### src/rtl/vcfc_pkg.sv
// Shared types and constants for the voxel chunk face-cull store.
// Used by vcfc_nbr_sel, voxel_chunk_face_cull_store, vcfc_store_checker and the testbench; no dependencies.
package vcfc_pkg;

  localparam int COORD_W  = 5;
  localparam int ID_W     = 24;
  localparam int WORD_W   = 30;
  localparam int COUNT_W  = 13;
  localparam int FACE_LSB = 24;
  localparam int FACE_N   = 6;

  localparam logic [WORD_W-1:0] FACES_ALL = 30'h3F00_0000;

  localparam logic OP_SET = 1'b0;
  localparam logic OP_GET = 1'b1;

  // Neighbour walk: left, right, bottom, top, back, front (face bits 24..29)
  localparam logic [2:0] NB_LAST = 3'd5;

  typedef enum logic [1:0] {
    AX_X,
    AX_Y,
    AX_Z
  } vcfc_axis_t;

  typedef enum logic [2:0] {
    S_CLEAR,
    S_IDLE,
    S_LOOKUP,
    S_DECIDE,
    S_NB_RD,
    S_NB_WR,
    S_CTR_WR,
    S_FINISH
  } vcfc_state_t;

  typedef struct packed {
    logic              op;
    logic [COORD_W-1:0] coord_x;
    logic [COORD_W-1:0] coord_y;
    logic [COORD_W-1:0] coord_z;
    logic [ID_W-1:0]    block_id;
  } vcfc_req_t;

  typedef struct packed {
    logic [WORD_W-1:0]  block_word;
    logic [COUNT_W-1:0] occupied_count;
  } vcfc_rsp_t;

  // Neighbour selection result
  typedef struct packed {
    logic              valid;
    logic [FACE_N-1:0] own_face;
    logic [FACE_N-1:0] far_face;
  } vcfc_nb_info_t;

endpackage

### src/rtl/vcfc_nbr_sel.sv
// Neighbour address and face-mask selection for one step of the face walk.
// Depends on vcfc_pkg.
module vcfc_nbr_sel import vcfc_pkg::*; #(
  parameter int EDGE_CELLS = 16,
  parameter int CW         = 4
) (
  input  logic [CW-1:0]   cx,
  input  logic [CW-1:0]   cy,
  input  logic [CW-1:0]   cz,
  input  logic [2:0]      dir,
  output logic [3*CW-1:0] nb_addr,
  output vcfc_nb_info_t   info
);

  logic [CW-1:0] c;
  logic [CW-1:0] n;
  logic [CW-1:0] nx;
  logic [CW-1:0] ny;
  logic [CW-1:0] nz;
  logic          minus;
  logic          in_cube;

  always_comb begin
    minus = ~dir[0];
    case (vcfc_axis_t'(dir[2:1]))
      AX_X:    c = cx;
      AX_Y:    c = cy;
      default: c = cz;
    endcase
    n       = minus ? c - CW'(1) : c + CW'(1);
    in_cube = minus ? (c != '0) : (c != CW'(EDGE_CELLS - 1));
    nx = cx;
    ny = cy;
    nz = cz;
    case (vcfc_axis_t'(dir[2:1]))
      AX_X:    nx = n;
      AX_Y:    ny = n;
      default: nz = n;
    endcase
    nb_addr       = {nz, ny, nx};
    info.valid    = in_cube && (dir <= NB_LAST);
    info.own_face = 6'b000001 << dir;
    info.far_face = 6'b000001 << (dir ^ 3'b001);
  end

endmodule

### config.mk
export PLATFORM = sky130hd
export DESIGN_NAME = vcfc_nbr_sel
export DESIGN_NICKNAME = d
export VERILOG_FILES = /design/src/rtl/vcfc_pkg.sv /design/src/rtl/vcfc_nbr_sel.sv
export SDC_FILE = /design/constraint.sdc
export NUM_CORES = 1
export LEC_CHECK = 0
export BUFFER_PORTS_ARGS = -buffer_cell sky130_fd_sc_hd__buf_2
export CELL_PAD_IN_SITES_DETAIL_PLACEMENT = 1
export CELL_PAD_IN_SITES_GLOBAL_PLACEMENT = 1
export CORE_UTILIZATION = 26
export DETAILED_ROUTE_END_ITERATION = 6
export GPL_ROUTABILITY_DRIVEN = 0
export GPL_TIMING_DRIVEN = 0
export PLACE_DENSITY = 0.85
export RECOVER_POWER = 50
export SYNTH_ARGS = -nofsm -noshare
export SYNTH_HDL_FRONTEND = slang
export SYNTH_SLANG_ARGS = --single-unit
### constraint.sdc
create_clock -name vclk -period 1.7
set_input_delay 0 -clock vclk [all_inputs]
set_output_delay 0 -clock vclk [all_outputs]
set_load 0.02 [all_outputs]
* Word-level counts from Yosys, hierarchy flattened
Cells that the tools add are included.
Operators by class: add/sub/neg operators 2, $lt $le $gt $ge 1, equal/unequal tests 2, shift operators 2, mux-type cells 6, bitwise operators 1, reduce and logical (&&, ||, !) cells 4
Operators by type and width (count):
- two-way mux 4 bit | 4
- left shift 1 x 3 -> 6 bit, first input constant | 2
- case mux 4 bit (2 select lines) | 1
- adder 4 x 1 -> 4 bit, second input constant | 1
- inequality test 4 bit, second input constant | 1
- nonzero test 4 bit | 1
- subtractor 4 x 1 -> 4 bit, second input constant | 1
- <= comparator 3 bit, second input constant | 1
- equality test 2 x 1 -> 1 bit, second input constant | 1
- zero test 2 bit | 1
- OR reduction 2 bit | 1
- logical AND 1 bit | 1
- two-way mux 1 bit | 1
- NOT 1 bit | 1
Storage, ports and cells: flip-flop bits (word level) 0, input port bits 15, output and inout port bits 25

* Longest topological paths before layout
Gate-level depths: netlist of the first run.
depth after elaboration 5, mapped depth 8, mapped depth without buffers 7

* Worst setup path before layout of the first run
No wires, ideal clock.
path kind input port to output port, start point input dir[1], end point output nb_addr[7], data arrival time 1.794 ns, required time 1.700 ns, path slack -0.094 ns, cell stages on the path 8, cell sequence buf_4 mux2i_1 o21ai_0 ha_1 nand4_1 and2_1 a211oi_1 o31ai_1
On the way: word-level cells in the longest chain between the ends 5
Ends and longest elaborated chain:
- from (decl) | line vcfc_nbr_sel.sv:10 | input logic [2:0] dir,
- equality test 2 x 1 -> 1 bit or zero test 2 bit (tied branches) | line vcfc_nbr_sel.sv:25, vcfc_nbr_sel.sv:35
- case mux 4 bit (2 select lines) | line vcfc_nbr_sel.sv:25 | case (vcfc_axis_t'(dir[2:1]))
- subtractor 4 x 1 -> 4 bit or adder 4 x 1 -> 4 bit (tied branches) | line vcfc_nbr_sel.sv:30 | n = minus ? c - CW'(1) : c + CW'(1);
- two-way mux 4 bit | line vcfc_nbr_sel.sv:30
- two-way mux 4 bit (*) | line vcfc_nbr_sel.sv:35 | case (vcfc_axis_t'(dir[2:1]))
- to (decl) | line vcfc_nbr_sel.sv:11 | output logic [3*CW-1:0] nb_addr,
Every way passes the cells marked *; elsewhere a longest branch is shown, timed or not.

* Worst setup path after layout of the first run
start point input dir[1], end point output nb_addr[3]
On the way: word-level cells in the longest chain between the ends 5
Ends and longest elaborated chain (line):
- equality test 2 x 1 -> 1 bit or zero test 2 bit (tied branches) | vcfc_nbr_sel.sv:25, vcfc_nbr_sel.sv:35
- case mux 4 bit (2 select lines) | vcfc_nbr_sel.sv:25
- subtractor 4 x 1 -> 4 bit or adder 4 x 1 -> 4 bit (tied branches) | vcfc_nbr_sel.sv:30
- two-way mux 4 bit | vcfc_nbr_sel.sv:30
- two-way mux 4 bit (*) | vcfc_nbr_sel.sv:35
Marks and branches as above.

==> impl_metrics.csv, run 1 <==
group,metric,value,unit
drt,viasPerCell,4.91,
finish,drive_above_1_share,61.7,%
die,die-area,2030,sq um
power_and_ir_drop,p_sw,0.000208,W
worst_setup_path,cp-startpoint,"dir[1]",
power_and_ir_drop,intPower,0.000172,W
timing,rsz0062_at_grt,"yes",
power_and_ir_drop,peakVddDrop,0.128,mV
run,maxCapViolCount,0,
die,initial_core_util,28.0,%
drt,detail-route-antenna-nets,0,
timing,setup_slack,-0.0493,ns
finish,final.fill_count,237,
worst_setup_path,cp_slowest_cell,"o41ai_4",
timing,maxSlewViolCount,0,
worst_setup_path,max_stage_delay,0.30,ns
worst_setup_path,start_kind,"input pin",
placed_design,port_buffers,40,
worst_setup_path,cp.depth,9,
timing,hold_viol_final,0,
drt,drcViolationCount,0,
drt,wl_per_cell,14.2,um
finish,nFlopsAndLatches,0,
synthesis,ys_warn_count,0,
worst_setup_path,path_cells,"buf_12, mux2i_4, o21ai_1, ha_4, a21oi_2, and2_4, a211oi_4, o41ai_4, buf_4",
power_and_ir_drop,clockPowerShare,0,%
status,status,"complete, but fails checks",
worst_setup_path,path_buf_inv,2,
grt,grt_first_pass_wirelength,2.85,mm
grt,grt_start_max_net_pins,11,
worst_setup_path,path_class,"in2out",
timing,min_period,1.75,ns
timing,post-route-period-util,103,%
synthesis,yosys-top-cells-area,"buf_4, mux2_2, mux2i_1, o21ai_0, nand2_1",
worst_setup_path,critPathTopFamily,"compound AO/OA/AOI/OAI gates",
synthesis,synth_top_area_share,10.9,%
synthesis,synth_cells,68,
finish,fin_cells,140,
worst_setup_path,cp.required,1.70,ns
placed_design,place_ws,-0.466,ns
worst_setup_path,crit_fanout,4,
placed_design,place_inst,133,
power_and_ir_drop,powerDensity,425,nW/um^2
die,die_w,45.1,um
grt,grt_pass1_vias,626,
drt,drtPass1Iterations,2,
worst_setup_path,crit_path_end,"nb_addr[3]",
power_and_ir_drop,power_switching_share,54.6,%
finish,multi_input_area,508,sq um
status,violations,"negative setup slack",
synthesis,syn_area,483,sq um
placed_design,hpwlAfterDp,1.36,mm
grt,grt_antenna_before_repair,0,
power_and_ir_drop,power,0.000380,W
hold_path,hold_depth,3,
worst_setup_path,arrival,1.75,ns
die,ios,40,
die,fp-row-count,15,
grt,grt-ovfl-total,0,
power_and_ir_drop,pwr-share-comb,100.0,%
synthesis,netlist-cell-type-count,26,
clocking,cts_hold_buf,0,
grt,grt_util_all_layers,18.2,%
synthesis,ys_seq_area_share,0,%
timing,worst_pin_slew,0.545,ns
drt,totalWireLength,1.98,mm
synthesis,avgSynthCellArea,7.10,sq um
timing,fin_tns_setup,-0.0493,ns
finish,finalNetCount,135,
worst_setup_path,critPathCaptureType,"primary output",
finish,clkbuf_count,0,
die,die_y,45.1,um
timing,fmax,572,MHz
finish,diodes,0,
synthesis,yosys.area.top_type,"buf_4",
finish,seqCellArea,0,sq um
timing,timing.hold.ws,0.304,ns
timing,setup_violations,1,
finish,syn_to_final_growth,85.2,%
power_and_ir_drop,p_leak,0.450,nW
hold_path,min_path_type,"in2out",
timing,slew_headroom,63.5,%
synthesis,synth_nets,86,
drt,drtIter0Drc,1,
power_and_ir_drop,seq_power_share,0,%
die,core_area,1730,sq um
drt,vias,688,
==> cell usage in the layout (no fill, tap or decap), types with 3 or more instances in the layout <==
cell type	Yosys	layout
buf_2	2	34
buf_4	7	17
nand2_1	7	7
nor2_1	5	5
mux2_2	4	4
nor3_1	4	4
o21ai_1	0	3
==> synth_stat cells <==
| library cell | instances |
|---|---|
| a211oi_1 | 2 |
| a21oi_1 | 4 |
| a31oi_1 | 1 |
| and2_1 | 1 |
| and3_1 | 2 |
| buf_2 | 2 |
| buf_4 | 7 |
| fa_1 | 1 |
| ha_1 | 2 |
| inv_1 | 2 |
| mux2_2 | 4 |
| mux2_4 | 1 |
| mux2i_1 | 3 |
| nand2_1 | 7 |
| nand4_1 | 2 |
| nor2_1 | 5 |
| nor2b_1 | 1 |
| nor3_1 | 4 |
| o211a_1 | 2 |
| o211ai_1 | 1 |
| o21ai_0 | 6 |
| o31ai_1 | 1 |
| o41ai_1 | 1 |
| o41ai_2 | 1 |
| xnor2_1 | 3 |
| xor2_1 | 2 |
==> power groups by stage <==
stage	Combinational (W)	Clock, W	Sequential [W]
finish	0.000380	0	0
detailed placement	0.000294	0	0
floorplan	0.000200	0	0
CTS	0.000334	0	0
global placement	0.000286	0	0
global route	0.000407	0	0
==> routing by layer <==
metal  wire length [um]  track usage [%]
met5                  0                0
met4                  0            0.606
met3                120             1.60
met2               1010             32.8
met1                852             24.7
==> what timing repair did <==
action / in CTS / in global routing
pin swaps: 5 / 9
buffers inserted: 4 / 3
cloned: 0 / 0
setup endpoints to repair: 9 / 6
gates resized for setup: 14 / 15
==> final cells by class <==
class | count | share of cell area, %
Buffer | 9 | 8.11
Inverter | 2 | 0.839
Multi-Input combinational cell | 57 | 56.8
Tap cell | 25 | 3.50
Timing Repair Buffer | 47 | 30.8
==> logic make-up after synthesis <==
logic type | synth area share (%)
buffers and inverters | 14.5
and+or+nand+nor | 21.2
xor gates and xnor gates | 9.07
adders and majority gates | 9.33
muxes | 18.7
AOI/OAI and AO/OA | 27.2
==> through the flow <==
step	instance area [sq um]	util [%]
6_report	895	51.8
5_1_grt	895	51.8
2_1_floorplan	499	-
3_3_place_gp	731	42.3
4_1_cts	810	46.9
3_5_place_dp	731	42.3
==> how the worst min path moves through the flow <==
stage / from / endpoint / slack (ns)
detailed placement: cx[0] / nb_addr[0] / 0.30
finish: cx[0] / nb_addr[0] / 0.30
global placement: cx[0] / nb_addr[0] / 0.30
global route: cx[0] / nb_addr[0] / 0.33
CTS: cx[0] / nb_addr[0] / 0.30
floorplan: dir[0] / info[1] / 0.09
(Power assumes the default switching activity.)
==> run 2: changes to the inputs <==
--- a/config.mk
+++ b/config.mk
@@ -8,6 +8,7 @@
 export BUFFER_PORTS_ARGS = -buffer_cell sky130_fd_sc_hd__buf_2
 export CELL_PAD_IN_SITES_DETAIL_PLACEMENT = 1
 export CELL_PAD_IN_SITES_GLOBAL_PLACEMENT = 1
+export CORE_ASPECT_RATIO = 1.25
 export CORE_UTILIZATION = 26
 export DETAILED_ROUTE_END_ITERATION = 6
 export GPL_ROUTABILITY_DRIVEN = 0
==> run 2 against run 1 <==
  * First-iteration DRC count grew to 5.0 times the previous value
  * Critical path depth is 1 higher
  * Combinational power is 5.3% lower
  * Cell area is 3.9% lower
  * Flip-flop and latch count did not move
  * Fmax up 1.7%
  * Worst setup slack better by 0.029 ns
  * Power down 5.2%
  * Sequential share of layout area unchanged
  * The run still ends with negative setup slack left
  * Highest routed layer unchanged
  * Non-clock buffer count fell by 1
  * Core utilization decreased by 2.5 points
  * Critical path type unchanged
==> impl_metrics.csv, run 2 (synthesized netlist as in run 1, its figures left out) <==
group,metric,value,unit
grt,grt_start_max_net_pins,11,
timing,hold_viol_final,0,
clocking,cts_hold_buf,0,
worst_setup_path,critPathCaptureType,"primary output",
timing,rsz0062_at_grt,"yes",
timing,timing.hold.ws,0.310,ns
timing,setup_slack,-0.0204,ns
die,fp-row-count,17,
placed_design,placedInstanceArea,723,sq um
drt,drtPass1Iterations,2,
hold_path,worstHoldEndpoint,"nb_addr[4]",
finish,fin_area,860,sq um
finish,diodes,0,
die,die_w,40.6,um
grt,grt_first_pass_wirelength,2.73,mm
worst_setup_path,path_class,"in2out",
finish,seqCellArea,0,sq um
drt,drcViolationCount,0,
power_and_ir_drop,p_leak,0.423,nW
worst_setup_path,cp.required,1.70,ns
drt,viasPerCell,5.17,
timing,worst_pin_slew,0.418,ns
timing,post-route-period-util,101,%
placed_design,place_inst,127,
status,status,"complete, but fails checks",
worst_setup_path,start_kind,"input pin",
status,violations,"negative setup slack",
drt,drtIter0Drc,5,
hold_path,hold_depth,3,
hold_path,min_path_type,"in2out",
finish,mostFrequentLayoutCell,"buf_2",
power_and_ir_drop,powerDensity,419,nW/um^2
die,initial_core_util,27.7,%
drt,vias,687,
timing,fmax,581,MHz
power_and_ir_drop,peakVddDrop,0.195,mV
finish,layout.cells.most_common_list,"buf_2, buf_4, nand2_1",
placed_design,port_buffers,40,
timing,slew_headroom,71.9,%
run,maxCapViolCount,0,
finish,nFlopsAndLatches,0,
drt,wl_per_cell,14.3,um
finish,drive_above_1_share,62.3,%
drt,detail-route-antenna-nets,0,
grt,grt_util_all_layers,18.0,%
placed_design,place_ws,-0.474,ns
die,die-area,2040,sq um
die,die_y,50.2,um
finish,finalNetCount,134,
grt,grt-ovfl-total,0,
drt,totalWireLength,1.90,mm
timing,min_period,1.72,ns
placed_design,hpwlAfterDp,1.34,mm
timing,setup_violations,1,
die,ios,40,
grt,grt_pass1_vias,623,
grt,grt_antenna_before_repair,0,
finish,syn_to_final_growth,78.0,%
finish,fin_cells,133,
die,core_area,1740,sq um
worst_setup_path,crit_fanout,4,
finish,fin_util,49.3,%
finish,clkbuf_count,0,
hold_path,min_from,"cy[0]",
timing,maxSlewViolCount,0,
worst_setup_path,arrival,1.72,ns
## run 2: cell types whose count changed in the layout (fill, tap and decap cells not counted), moves of 2 or more
cell | previous run | this run
buf_2 | 34 | 32
clkbuf_1 | 2 | 5
mux2i_2 | 0 | 2
mux2i_4 | 2 | 0
## run 2: final cells by class
type,count,area (sq um)
Inverter,2,11.3
Fill cell,234,885
Multi-Input combinational cell,57,499
Buffer,9,68.8
Tap cell,19,23.8
Timing Repair Buffer,46,256
## run 2: power by group
| group | switching [W] | internal (W) | total, W |
|---|---|---|---|
| Sequential | 0 | 0 | 0 |
| Combinational | 0.000202 | 0.000158 | 0.000360 |
| Clock | 0 | 0 | 0 |
## run 2: what timing repair did
item                                    4_1_cts  5_1_grt
hold endpoints to repair                      0        0
buffers inserted                              3        3
pin swaps                                     1        6
endpoints found under the setup margin        9        7
cloned                                        0        0
resized for setup                            17       10
## run 2: layer usage
layer  track usage [%]  up-vias  part of all wire, %
met2              37.0       26                   55
li1                  -      339                    -
met1              19.7      322                   40
met5                 0        -                    0
met4                 0        0                    0
met3                 0        0                  4.8
## run 2: stage by stage
stage,TNS [ns],power (W)
detailed placement,-1.62,0.000293
CTS,-0.00950,0.000330
finish,-0.0204,0.000360
global route,-0.262,0.000388
floorplan,0,0.000200
global placement,-1.21,0.000287
## run 2: how the worst max path moves through the flow
stage,startpoint,end,slack [ns]
6_report,dir[1],nb_addr[3],-0.02
3_3_place_gp,dir[1],nb_addr[7],-0.39
5_1_grt,dir[1],nb_addr[3],-0.12
4_1_cts,dir[1],nb_addr[3],-0.007
2_1_floorplan,dir[1],nb_addr[7],0.03
3_5_place_dp,dir[1],nb_addr[7],-0.47
## run 2: worst max-delay path: stages
cell	delay, ns
buf_8	0.09
buf_6	0.10
mux2i_2	0.21
o21ai_2	0.09
ha_1	0.31
nand4_1	0.12
and2_4	0.18
o211a_4	0.15
o41ai_4	0.28
buf_4	0.19
